**src/hdl/hcbd_pkg.sv**
```systemverilog
// Shared types, constants and helpers for the chunked body decoder.
`timescale 1ns / 1ps
`default_nettype none
package hcbd_pkg;

  localparam int SIZE_BITS = 32;
  localparam int CNT_BITS  = 4;
  localparam int Q_DEPTH   = 2;
  localparam int Q_PTR_BITS = $clog2(Q_DEPTH);
  localparam int Q_CNT_BITS = $clog2(Q_DEPTH + 1);

  localparam logic [7:0] CH_CR = 8'h0d;
  localparam logic [7:0] CH_LF = 8'h0a;

  localparam logic [CNT_BITS-1:0] CNT_MAX = {CNT_BITS{1'b1}};

  localparam logic [1:0] STATUS_HEADER  = 2'd0;
  localparam logic [1:0] STATUS_FRAMING = 2'd1;
  localparam logic [1:0] STATUS_DONE    = 2'd2;
  localparam logic [1:0] STATUS_ERROR   = 2'd3;

  typedef enum logic [7:0] {
    PH_HEADER  = 8'b0000_0001,
    PH_SIZE    = 8'b0000_0010,
    PH_SIZE_LF = 8'b0000_0100,
    PH_DATA    = 8'b0000_1000,
    PH_DATA_CR = 8'b0001_0000,
    PH_DATA_LF = 8'b0010_0000,
    PH_DONE    = 8'b0100_0000,
    PH_ERROR   = 8'b1000_0000
  } phase_t;

  // Classified byte as it travels from front to back.
  typedef struct packed {
    logic [7:0] data;
    logic       start;
    logic       is_hex;
    logic [3:0] hex_val;
    logic       is_cr;
    logic       is_lf;
  } item_t;

  typedef struct packed {
    logic full;
    logic empty;
  } q_stat_t;

  function automatic logic [1:0] status_of(phase_t ph);
    logic [1:0] s;
    case (ph)
      PH_HEADER: s = STATUS_HEADER;
      PH_DONE:   s = STATUS_DONE;
      PH_ERROR:  s = STATUS_ERROR;
      default:   s = STATUS_FRAMING;
    endcase
    return s;
  endfunction

endpackage
`default_nettype wire

```
**src/hdl/http_chunked_body_decoder.sv**
```systemverilog
// Top level of the HTTP/1.1 chunked body decoder.
`timescale 1ns / 1ps
`default_nettype none
// One result beat per input beat, one beat per cycle sustained while rsp_ready
// is held high. An input byte is classified in the front end, parked in a
// two-entry queue, and resolved by the framing state machine into the result
// register. The queue lets input keep flowing while a result waits, until it
// fills. skip_header takes effect at the next start_message; reset sets it to 1.
module http_chunked_body_decoder import hcbd_pkg::*; (
  input  wire logic       clk,
  input  wire logic       rst,
  input  wire logic       cfg_we,
  input  wire logic       cfg_wdata,
  input  wire logic       in_valid,
  output logic            in_ready,
  input  wire logic [7:0] in_byte,
  input  wire logic       start_message,
  output logic            rsp_valid,
  input  wire logic       rsp_ready,
  output logic [7:0]      out_byte,
  output logic            out_valid,
  output logic [1:0]      status
);

  logic    skip_header;
  logic    push;
  logic    pop;
  item_t   push_item;
  item_t   head;
  q_stat_t q_stat;

  always_ff @(posedge clk) begin
    if (rst) begin
      skip_header <= 1'b1;
    end else if (cfg_we) begin
      skip_header <= cfg_wdata;
    end
  end

  hcbd_front u_front (
    .in_valid      (in_valid),
    .in_ready      (in_ready),
    .in_byte       (in_byte),
    .start_message (start_message),
    .q_stat        (q_stat),
    .push          (push),
    .item          (push_item)
  );

  hcbd_queue u_queue (
    .clk       (clk),
    .rst       (rst),
    .push      (push),
    .push_item (push_item),
    .pop       (pop),
    .head      (head),
    .q_stat    (q_stat)
  );

  hcbd_back u_back (
    .clk         (clk),
    .rst         (rst),
    .skip_header (skip_header),
    .head        (head),
    .q_stat      (q_stat),
    .pop         (pop),
    .rsp_valid   (rsp_valid),
    .rsp_ready   (rsp_ready),
    .out_byte    (out_byte),
    .out_valid   (out_valid),
    .status      (status)
  );

  // body bytes only come out while framing is in progress
  assert property (@(posedge clk) disable iff (rst)
    rsp_valid && out_valid |-> status == STATUS_FRAMING)
    else $error("data beat with non-framing status");

  assert property (@(posedge clk) disable iff (rst)
    rsp_valid && !out_valid |-> out_byte == 8'd0)
    else $error("non-data beat carries a byte");

  assert property (@(posedge clk) disable iff (rst)
    pop |-> !q_stat.empty)
    else $error("pop from empty queue");

  assert property (@(posedge clk) disable iff (rst)
    push && !pop |=> !q_stat.empty)
    else $error("queue lost a pushed beat");

endmodule
`default_nettype wire

```
**src/hdl/hcbd_front.sv**
```systemverilog
// Front end: takes input beats and classifies each byte for the back end.
`timescale 1ns / 1ps
`default_nettype none
module hcbd_front import hcbd_pkg::*; (
  input  wire logic       in_valid,
  output logic            in_ready,
  input  wire logic [7:0] in_byte,
  input  wire logic       start_message,
  input  wire q_stat_t    q_stat,
  output logic            push,
  output item_t           item
);

  assign in_ready = !q_stat.full;
  assign push     = in_valid && !q_stat.full;

  always_comb begin
    item.data    = in_byte;
    item.start   = start_message;
    item.is_cr   = (in_byte == CH_CR);
    item.is_lf   = (in_byte == CH_LF);
    item.is_hex  = 1'b0;
    item.hex_val = 4'd0;
    case (in_byte) inside
      ["0":"9"]: begin
        item.is_hex  = 1'b1;
        item.hex_val = 4'(in_byte - 8'h30);
      end
      ["a":"f"]: begin
        item.is_hex  = 1'b1;
        item.hex_val = 4'(in_byte - 8'h57);
      end
      ["A":"F"]: begin
        item.is_hex  = 1'b1;
        item.hex_val = 4'(in_byte - 8'h37);
      end
      default: begin
        item.is_hex  = 1'b0;
        item.hex_val = 4'd0;
      end
    endcase
  end

endmodule
`default_nettype wire

```
**src/hdl/hcbd_queue.sv**
```systemverilog
// Small register queue between the classifier and the framing engine.
`timescale 1ns / 1ps
`default_nettype none
module hcbd_queue import hcbd_pkg::*; (
  input  wire logic  clk,
  input  wire logic  rst,
  input  wire logic  push,
  input  wire item_t push_item,
  input  wire logic  pop,
  output item_t      head,
  output q_stat_t    q_stat
);

  item_t                 entries [Q_DEPTH];
  logic [Q_PTR_BITS-1:0] wr_ptr;
  logic [Q_PTR_BITS-1:0] rd_ptr;
  logic [Q_CNT_BITS-1:0] count;

  assign head         = entries[rd_ptr];
  assign q_stat.full  = (count == Q_CNT_BITS'(Q_DEPTH));
  assign q_stat.empty = (count == '0);

  always_ff @(posedge clk) begin
    if (push) begin
      entries[wr_ptr] <= push_item;
    end
  end

  always_ff @(posedge clk) begin
    if (rst) begin
      wr_ptr <= '0;
      rd_ptr <= '0;
      count  <= '0;
    end else begin
      if (push) begin
        wr_ptr <= (wr_ptr == Q_PTR_BITS'(Q_DEPTH - 1)) ? '0 : wr_ptr + 1'b1;
      end
      if (pop) begin
        rd_ptr <= (rd_ptr == Q_PTR_BITS'(Q_DEPTH - 1)) ? '0 : rd_ptr + 1'b1;
      end
      case ({push, pop})
        2'b10:   count <= count + 1'b1;
        2'b01:   count <= count - 1'b1;
        default: count <= count;
      endcase
    end
  end

endmodule
`default_nettype wire

```
**src/hdl/hcbd_back.sv**
```systemverilog
// Back end: chunked framing state machine and the result register.
`timescale 1ns / 1ps
`default_nettype none
module hcbd_back import hcbd_pkg::*; (
  input  wire logic       clk,
  input  wire logic       rst,
  input  wire logic       skip_header,
  input  wire item_t      head,
  input  wire q_stat_t    q_stat,
  output logic            pop,
  output logic            rsp_valid,
  input  wire logic       rsp_ready,
  output logic [7:0]      out_byte,
  output logic            out_valid,
  output logic [1:0]      status
);

  phase_t                phase, phase_next;
  logic [1:0]            blm, blm_next;
  logic [SIZE_BITS-1:0]  remaining, remaining_next;
  logic [CNT_BITS-1:0]   digits, digits_next;
  logic                  valid_next;

  phase_t                ph_cur;
  logic [1:0]            blm_cur;
  logic [SIZE_BITS-1:0]  rem_cur;
  logic [SIZE_BITS-1:0]  rem_dec;
  logic [CNT_BITS-1:0]   dig_cur;
  logic                  hdr_hit;

  assign pop = !q_stat.empty && (!rsp_valid || rsp_ready);

  always_comb begin
    // start_message restarts the parser ahead of this byte
    ph_cur  = head.start ? (skip_header ? PH_HEADER : PH_SIZE) : phase;
    blm_cur = head.start ? 2'd0 : blm;
    rem_cur = head.start ? '0 : remaining;
    dig_cur = head.start ? '0 : digits;
    rem_dec = rem_cur - 1'b1;
    hdr_hit = blm_cur[0] ? head.is_lf : head.is_cr;

    phase_next     = ph_cur;
    blm_next       = blm_cur;
    remaining_next = rem_cur;
    digits_next    = dig_cur;
    valid_next     = 1'b0;

    case (ph_cur)
      PH_HEADER: begin
        if (hdr_hit) begin
          if (blm_cur == 2'd3) begin
            blm_next   = 2'd0;
            phase_next = PH_SIZE;
          end else begin
            blm_next = blm_cur + 1'b1;
          end
        end else begin
          blm_next = head.is_cr ? 2'd1 : 2'd0;
        end
      end
      PH_SIZE: begin
        if (head.is_hex) begin
          // a further digit would overflow the size field
          if (rem_cur[SIZE_BITS-1 -: 4] != 4'd0) begin
            phase_next = PH_ERROR;
          end else begin
            remaining_next = {rem_cur[SIZE_BITS-5:0], head.hex_val};
            if (dig_cur != CNT_MAX) digits_next = dig_cur + 1'b1;
          end
        end else if (head.is_cr && dig_cur != '0) begin
          phase_next = PH_SIZE_LF;
        end else begin
          phase_next = PH_ERROR;
        end
      end
      PH_SIZE_LF: begin
        if (!head.is_lf)        phase_next = PH_ERROR;
        else if (rem_cur == '0) phase_next = PH_DONE;
        else                    phase_next = PH_DATA;
        digits_next = '0;
      end
      PH_DATA: begin
        valid_next     = 1'b1;
        remaining_next = rem_dec;
        if (rem_dec == '0) phase_next = PH_DATA_CR;
      end
      PH_DATA_CR: begin
        phase_next = head.is_cr ? PH_DATA_LF : PH_ERROR;
      end
      PH_DATA_LF: begin
        phase_next     = head.is_lf ? PH_SIZE : PH_ERROR;
        remaining_next = '0;
        digits_next    = '0;
      end
      default: begin
        phase_next = ph_cur;
      end
    endcase
  end

  always_ff @(posedge clk) begin
    if (rst) begin
      phase     <= PH_HEADER;
      blm       <= 2'd0;
      remaining <= '0;
      digits    <= '0;
      rsp_valid <= 1'b0;
    end else begin
      if (pop) begin
        phase     <= phase_next;
        blm       <= blm_next;
        remaining <= remaining_next;
        digits    <= digits_next;
        rsp_valid <= 1'b1;
      end else if (rsp_ready) begin
        rsp_valid <= 1'b0;
      end
    end
  end

  always_ff @(posedge clk) begin
    if (pop) begin
      out_valid <= valid_next;
      out_byte  <= valid_next ? head.data : 8'd0;
      status    <= status_of(phase_next);
    end
  end

endmodule
`default_nettype wire
```
**config.mk**
```make
export PLATFORM = sky130hd
export DESIGN_NAME = http_chunked_body_decoder
export DESIGN_NICKNAME = d
export VERILOG_FILES = /design/src/hdl/hcbd_pkg.sv /design/src/hdl/http_chunked_body_decoder.sv /design/src/hdl/hcbd_front.sv /design/src/hdl/hcbd_queue.sv /design/src/hdl/hcbd_back.sv
export SDC_FILE = /design/constraint.sdc
export NUM_CORES = 1
export LEC_CHECK = 0
export BUFFER_PORTS_ARGS = -buffer_cell sky130_fd_sc_hd__clkbuf_2
export CELL_PAD_IN_SITES_DETAIL_PLACEMENT = 0
export CELL_PAD_IN_SITES_GLOBAL_PLACEMENT = 1
export CORE_UTILIZATION = 51
export DETAILED_ROUTE_END_ITERATION = 10
export PLACE_DENSITY = 0.88
export SYNTH_ARGS = -nofsm -noshare
export SYNTH_HDL_FRONTEND = slang
export SYNTH_HIERARCHICAL = 1
export SYNTH_SLANG_ARGS = --single-unit
```
**constraint.sdc**
```tcl
create_clock -name clk -period 9 [get_ports clk]
set_input_delay 0.9 -clock clk [delete_from_list [all_inputs] [get_ports clk]]
set_output_delay 0.9 -clock clk [all_outputs]
set_load 0.005 [all_outputs]
```
==> impl_metrics.yaml, run 1 <==
status:
  outcome: "finished clean"
layout:
  nFillCells: 1021
  num-nets-final: 683
  insertedDiodeCount: 0
  syn_to_final_growth_pct: 5.055
  multi_input_area_um2: 3039
  regArea_um2: 2352
  final_area_um2: 6111
  utilization_pct: 55.64
  drive_above_1_share_pct: 14.48
critical_path:
  cp.arrival_ns: 4.75
  crit_type: "reg2reg"
  path_cells: "mux2_2 > buf_4 > or3_1 > or4_1 > buf_4 > inv_2 > nor2_1 > buf_4 > and3_1 > a2111o_1 > a21oi_1 > nor3_1"
  r2r-end: "u_back/remaining[18]"
  crit_slowest_cell: "dfxtp_1"
  slowest_delay_ns: 0.76
  crit_top_cell: "buf_4"
  critPathRequiredTime_ns: 9.19
  worstPathMaxFanout: 70
  startpoint_type: "register"
  reg2reg_slack_ns: 4.44
  cp-end-kind: "register"
  worst_r2r_path_depth: 12
logic_synthesis:
  post-synth-top-count-cell: "nor2_1"
  ys_types: 77
  syn_area_per_cell_um2: 8.643
  synth_area_leaders: "edfxtp_1, dfxtp_1, a21oi_1"
  ys_warn_count: 6
  synth_edf_count: 43
  synthCells: 673
  synth_common_cells: "nor2_1, a21oi_1, nand2_1"
  synth_ff_type: "dfxtp_1"
  postSynthNetCount: 698
  yosysTopAreaCell: "edfxtp_1"
  async_flop_share_pct: 0
  ys_ff_latch: 96
  ys_seq_area_share_pct: 40.44
  syn-cell-area_um2: 5817
  synth.top_cell.area_share_pct: 22.20
sta:
  period_share_pct: 50.62
  finClkSkew_ns: 0.004928
  slew-limit-headroom_pct: 22.04
  setup-tns-final_ns: 0
  min_period_ns: 4.556
  worst_slew_pin_slew_ns: 1.169
  max_freq_mhz: 219.5
  setup_viol: 0
  rsz0062_at_grt: "no"
  slew_viol_final: 0
  hold_viol_final: 0
grt:
  grt_pass1_vias: 4709
  grt_start_max_net_pins: 71
  antenna_found_initial: 0
  grt_pass1_wl_mm: 23.12
  track_usage_pct: 25.16
  gr-total-overflow: 0
placement:
  port_buffers: 27
  place.gp.congestion: 0.8850
  dpl-instance-area_um2: 5829
  dp_hpwl_mm: 8.898
detailed_routing:
  num_vias: 4902
  first_pass_iters: 5
  wirelength_mm: 13.70
  via_per_inst: 6.105
  drt_iter0_drc: 487
  ant_nets: 0
  route.detailed.drc: 0
  wl_per_cell_um: 17.06
worst_hold_path:
  hold_depth: 2
  hp-class: "reg2reg"
  holdPathEnd: "u_back/blm[0]"
  hold_start: "u_back/blm[0]"
clock_network:
  numCtsBuffers: 9
  cts_setup_buffers: 0
  clock_sinks: 96
  clockBufferDepth: 2
  htreeDepth: 3
  clk_latency_ns: 0.35
  ctsHoldBuffers: 0
  root_buffer: "clkbuf_16"
  clk_pin_slew_ns: 0.07
  cts_tree: "done"
  cts_resized: 0
power_and_ir_drop:
  ir_drop_mv: 0.2945
  power_density_nw_per_um2: 307.6
  leakagePower_nw: 2.174
  p_total_mw: 1.879
floorplanning:
  core-area_um2: 10980
  die_h_um: 108.8
  placementRows: 38
  start_util_pct: 52.96
  die_width_um: 108.8
  die_area_um2: 11840
  boundaryPins: 28
run:
  maxCapViolCount: 0
kinds of logic after synthesis:
logic type | count (synthesis) | share of synthesized area (%)
AO/OA/AOI/OAI | 176 | 18.91
XOR/XNOR | 15 | 2.259
adder cells (fa/ha/maj) | 10 | 2.151
buffers and inverters | 79 | 7.356
flip-flops | 96 | 40.44
multiplexers | 18 | 3.463
AND/OR/NAND/NOR | 279 | 25.42
critical path: cells and delay by family (launching register included):
family | cells | cell delay [ns]
simple gates | 5 | 1.47
buf+inv | 4 | 1.25
flops | 1 | 0.76
compound gates | 2 | 0.47
mux | 1 | 0.40
final cells by class:
| type | instances | share of cell area [%] |
|---|---|---|
| clock buffers | 10 | 3.747 |
| clock inverters | 6 | 0.8600 |
| well taps | 140 | 2.867 |
| inverters | 18 | 1.106 |
| flip-flops and latches | 96 | 38.49 |
| multi-input cells | 498 | 49.73 |
| repair buffers | 35 | 3.194 |
metal layers:
layer | global-route usage (%) | vias up | wire length (um) | part of all wire [%]
met3 | 5.380 | 13 | 710 | 5.2
met2 | 39.74 | 151 | 6441 | 47
met5 | 0 | - | 0 | 0
met1 | 33.98 | 2325 | 6383 | 47
li1 | - | 2413 | - | -
met4 | 8.880 | 0 | 162 | 1.2
report_power, final:
group	switching [mW]	internal [mW]	total [mW]	leakage (nW)
sequential	0.0882	0.554	0.642	0.843
clock	0.174	0.192	0.366	0.137
combinational	0.545	0.326	0.871	1.19
total	0.808	1.07	1.88	2.17
registers in the layout (all words and copies together), names as in the netlist, named ones only:
register / cells
u_back/digits: 4
u_back/phase: 8
u_back/out_byte: 8
u_back/remaining: 32
u_back/out_valid: 1
u_back/status: 2
u_queue/wr_ptr: 1
u_back/rsp_valid: 1
u_queue/count: 2
skip_header: 1
u_queue/entries: 32
u_queue/rd_ptr: 1
u_back/blm: 2
metrics by stage:
| stage | hold slack (ns) | worst slack (ns) | cells |
|---|---|---|---|
| global placement | 0.4647 | 4.515 | 787 |
| floorplan | 0.4460 | 5.986 | 673 |
| global route | 0.5349 | 4.037 | 803 |
| CTS | 0.4905 | 4.435 | 803 |
| detailed placement | 0.4740 | 4.451 | 787 |
| finish | 0.4837 | 4.444 | 803 |
layout by cell type (no fill, tap or decap), drive strengths merged, types with 9 or more instances in the layout:
cell    netlist  final
a21oi        58     58
a22oi        11     11
a31oi        11     11
and2         10     10
clkbuf       39     37
dfxtp        53     53
edfxtp       43     43
ha           10     10
inv          17     20
mux2         17     17
nand2        56     56
nand3        25     25
nor2         68     68
nor2b         9      9
nor3         38     38
nor4         16     16
o21ai        48     48
or3          11     11
or4          10     10
how the worst max path moves through the flow:
stage | start | end | depth (start not counted)
floorplan | register | u_back/remaining[18] | 11
global placement | register | u_back/remaining[18] | 12
detailed placement | register | u_back/remaining[18] | 12
CTS | register | u_back/remaining[18] | 12
global route | register | u_back/phase[4] | 12
finish | register | u_back/remaining[18] | 12
No activity file was read; power rests on OpenSTA's default activity.
==> run 2, diff against run 1 <==
--- a/config.mk
+++ b/config.mk
@@ -5,12 +5,13 @@
 export SDC_FILE = /design/constraint.sdc
 export NUM_CORES = 1
 export LEC_CHECK = 0
+export ABC_AREA = 1
 export BUFFER_PORTS_ARGS = -buffer_cell sky130_fd_sc_hd__clkbuf_2
 export CELL_PAD_IN_SITES_DETAIL_PLACEMENT = 0
 export CELL_PAD_IN_SITES_GLOBAL_PLACEMENT = 1
-export CORE_UTILIZATION = 51
+export CORE_UTILIZATION = 46
 export DETAILED_ROUTE_END_ITERATION = 10
-export PLACE_DENSITY = 0.88
+export PLACE_DENSITY = 0.84
 export SYNTH_ARGS = -nofsm -noshare
 export SYNTH_HDL_FRONTEND = slang
 export SYNTH_HIERARCHICAL = 1
==> constraint.sdc (replaced) <==
create_clock -name clk -period 4.5 [get_ports clk]
set_input_delay 0.45 -clock clk [delete_from_list [all_inputs] [get_ports clk]]
set_output_delay 0.45 -clock clk [all_outputs]
set_load 0.005 [all_outputs]
==> run 2 against run 1 <==
Register-to-register slack worse by 3.9 ns. Wire length is 21% higher. Synthesized area rose by 9.3%. Core utilization is 4.4 points lower. First-iteration DRC count is 20% lower. Critical path type unchanged. Highest routed layer unchanged.
==> impl_metrics.yaml, run 2 <==
worst_hold_path:
  hold_depth: 1
  hp-class: "in2reg"
  holdPathEnd: "u_queue/entries[0][7]"
  hold_start: "start_message"
logic_synthesis:
  synth_edf_count: 43
  postSynthNetCount: 904
  async_flop_share_pct: 0
  yosys.area_share.xor_xnor_pct: 0.8268
  ys_types: 50
  ys_warn_count: 6
  ys_seq_area_share_pct: 37.01
  muxShareOfSynthArea_pct: 3.583
  synth_ff_type: "dfxtp_1"
  yosysTopAreaCell: "edfxtp_1"
  synth_common_cells: "nand2_1, inv_1, nor2_1"
  synth-compound-area-share_pct: 15.94
  post-synth-top-count-cell: "nand2_1"
  syn_area_per_cell_um2: 7.231
  synthCells: 879
  ys_ff_latch: 96
  synth.top_cell.area_share_pct: 20.31
  synthAdderAreaFrac_pct: 1.969
  synth-simple-area-share_pct: 29.31
  synth_top_family_by_area: "simple AND/OR/NAND/NOR gates"
  syn-cell-area_um2: 6356
  synth_area_leaders: "edfxtp_1, dfxtp_1, nand2_1"
grt:
  antenna_found_initial: 0
  gr-total-overflow: 0
  grt_pass1_vias: 5653
  grt_pass1_wl_mm: 27.10
  grt_start_max_net_pins: 63
  track_usage_pct: 24.15
clock_network:
  numCtsBuffers: 9
  clk_pin_slew_ns: 0.07
  root_buffer: "clkbuf_16"
  ctsHoldBuffers: 0
  clk_latency_ns: 0.35
  clock_sinks: 96
  cts_setup_buffers: 0
  cts_tree: "done"
  htreeDepth: 3
  cts_resized: 0
  clockBufferDepth: 2
critical_path:
  worst_r2r_path_depth: 19
  worstPathMaxFanout: 44
  critPathRequiredTime_ns: 4.60
  r2r-end: "u_back/status[0]"
  crit_type: "reg2reg"
  reg2reg_slack_ns: 0.59
  cp-end-kind: "register"
  cp.arrival_ns: 4.01
  startpoint_type: "register"
placement:
  dpl-instance-area_um2: 6550
  place.gp.congestion: 0.9162
  port_buffers: 27
  dp_hpwl_mm: 12.16
status:
  outcome: "finished clean"
sta:
  max_freq_mhz: 255.7
  worst_slew_pin_slew_ns: 0.9447
  slew-limit-headroom_pct: 36.88
  slew_viol_final: 0
  period_share_pct: 86.91
  hold_viol_final: 0
  finClkSkew_ns: 0.007402
  rsz0062_at_grt: "no"
  min_period_ns: 3.911
  setup_viol: 0
  setup-tns-final_ns: 0
run:
  maxCapViolCount: 0
layout:
  final_common_cell: "nand2_1"
  drive_above_1_share_pct: 14.03
  insertedDiodeCount: 0
  num-nets-final: 911
  top_regs: "u_back/remaining (32), u_queue/entries (32)"
  syn_to_final_growth_pct: 7.598
  layout_common_cells: "nand2_1, inv_1, nor2_1, o21ai_0, dfxtp_1"
  final_area_um2: 6839
detailed_routing:
  first_pass_iters: 5
  route.detailed.drc: 0
  wl_per_cell_um: 15.59
  via_per_inst: 5.443
  num_vias: 5808
  drt_iter0_drc: 392
  wirelength_mm: 16.63
  ant_nets: 0
floorplanning:
  boundaryPins: 28
  placementRows: 42
  start_util_pct: 47.62
  core-area_um2: 13350
  die_h_um: 119.6
  die_width_um: 119.6
  die_area_um2: 14290
power_and_ir_drop:
  power_density_nw_per_um2: 819.8
  p_total_mw: 5.607
  ir_drop_mv: 0.4274
  leakagePower_nw: 3.357
-- run 2: changes by cell type in the layout (fill, tap and decap cells not counted), moves of 11 or more --
cell / previous run / this run
a21oi_1: 58 / 13
a22oi_1: 11 / 0
inv_1: 15 / 123
mux2_2: 17 / 6
nand2_1: 56 / 207
nand2_2: 0 / 15
nand3_1: 25 / 45
nor2_1: 67 / 108
nor3_1: 36 / 8
nor4_1: 13 / 1
o21ai_0: 48 / 75
o221a_2: 1 / 12
o221ai_1: 0 / 11
-- run 2: metrics by stage --
stage | utilization [%] | hold slack [ns] | instances | worst slack, ns
2_1_floorplan | - | 0.4397 | 879 | 1.716
3_3_place_gp | 49.07 | 0.4569 | 1051 | 0.7511
3_5_place_dp | 49.07 | 0.4805 | 1051 | 0.7196
4_1_cts | 51.24 | 0.2772 | 1067 | 0.6859
5_1_grt | 51.24 | 0.2800 | 1067 | 0.3326
6_report | 51.24 | 0.2857 | 1067 | 0.5892
-- run 2: per-layer routing --
layer  share of wire [%]  up-vias  track usage (%)
met5                   0        -                0
met2                  48      174            41.33
met4                 2.6        0            11.48
met3                 5.4       31            3.517
met1                  44     2691            29.80
li1                    -     2912                -
-- run 2: final cells by class --
| type | instances | area, um^2 |
|---|---|---|
| sequential | 96 | 2352 |
| multi-input combinational | 616 | 3293 |
| clock inverter | 6 | 60.06 |
| fill | 1364 | 6509 |
| timing repair buffer | 34 | 200.2 |
| clock buffer | 10 | 229.0 |
| tap | 176 | 220.2 |
| inverter | 129 | 484.2 |
-- run 2: cells by family (layout without fill, tap and decap cells) --
logic type,count (synthesis),after routing
XOR/XNOR,6,6
AO/OA/AOI/OAI,159,159
buffers and inverters,167,179
AND/OR/NAND/NOR,424,424
adder cells (fa/ha/maj),10,10
flip-flops,96,96
multiplexers,17,17
-- run 2: worst max-delay path by stage --
stage               depth (start not counted)  startpoint                to  slack (ns)
floorplan                                  19    register  u_back/status[0]        1.72
global placement                           19    register  u_back/status[0]        0.75
detailed placement                         19    register  u_back/status[0]        0.72
CTS                                        19    register  u_back/status[0]        0.69
global route                               19    register  u_back/status[0]        0.33
finish                                     19    register  u_back/status[0]        0.59
-- run 2: power by group --
| part | internal (mW) | switching, mW |
|---|---|---|
| sequential | 1.25 | 0.222 |
| combinational | 1.10 | 2.28 |
| clock | 0.391 | 0.362 |
| total | 2.74 | 2.87 |
-- run 2: worst max-delay path, stage by stage (launching register included) --
cell,delay (ns)
dfxtp_1,0.35
mux2_4,0.40
inv_2,0.70
nand2_1,0.39
nand2_1,0.20
nor2_1,0.06
nand2_1,0.17
nor2_1,0.12
inv_1,0.13
nand3_1,0.11
nor2_1,0.16
nand2_1,0.08
nor2_1,0.11
nand3_1,0.10
nand3_1,0.09
nand4_1,0.12
nor2_1,0.14
nand2_1,0.09
nand2_1,0.06
nand2_1,0.06
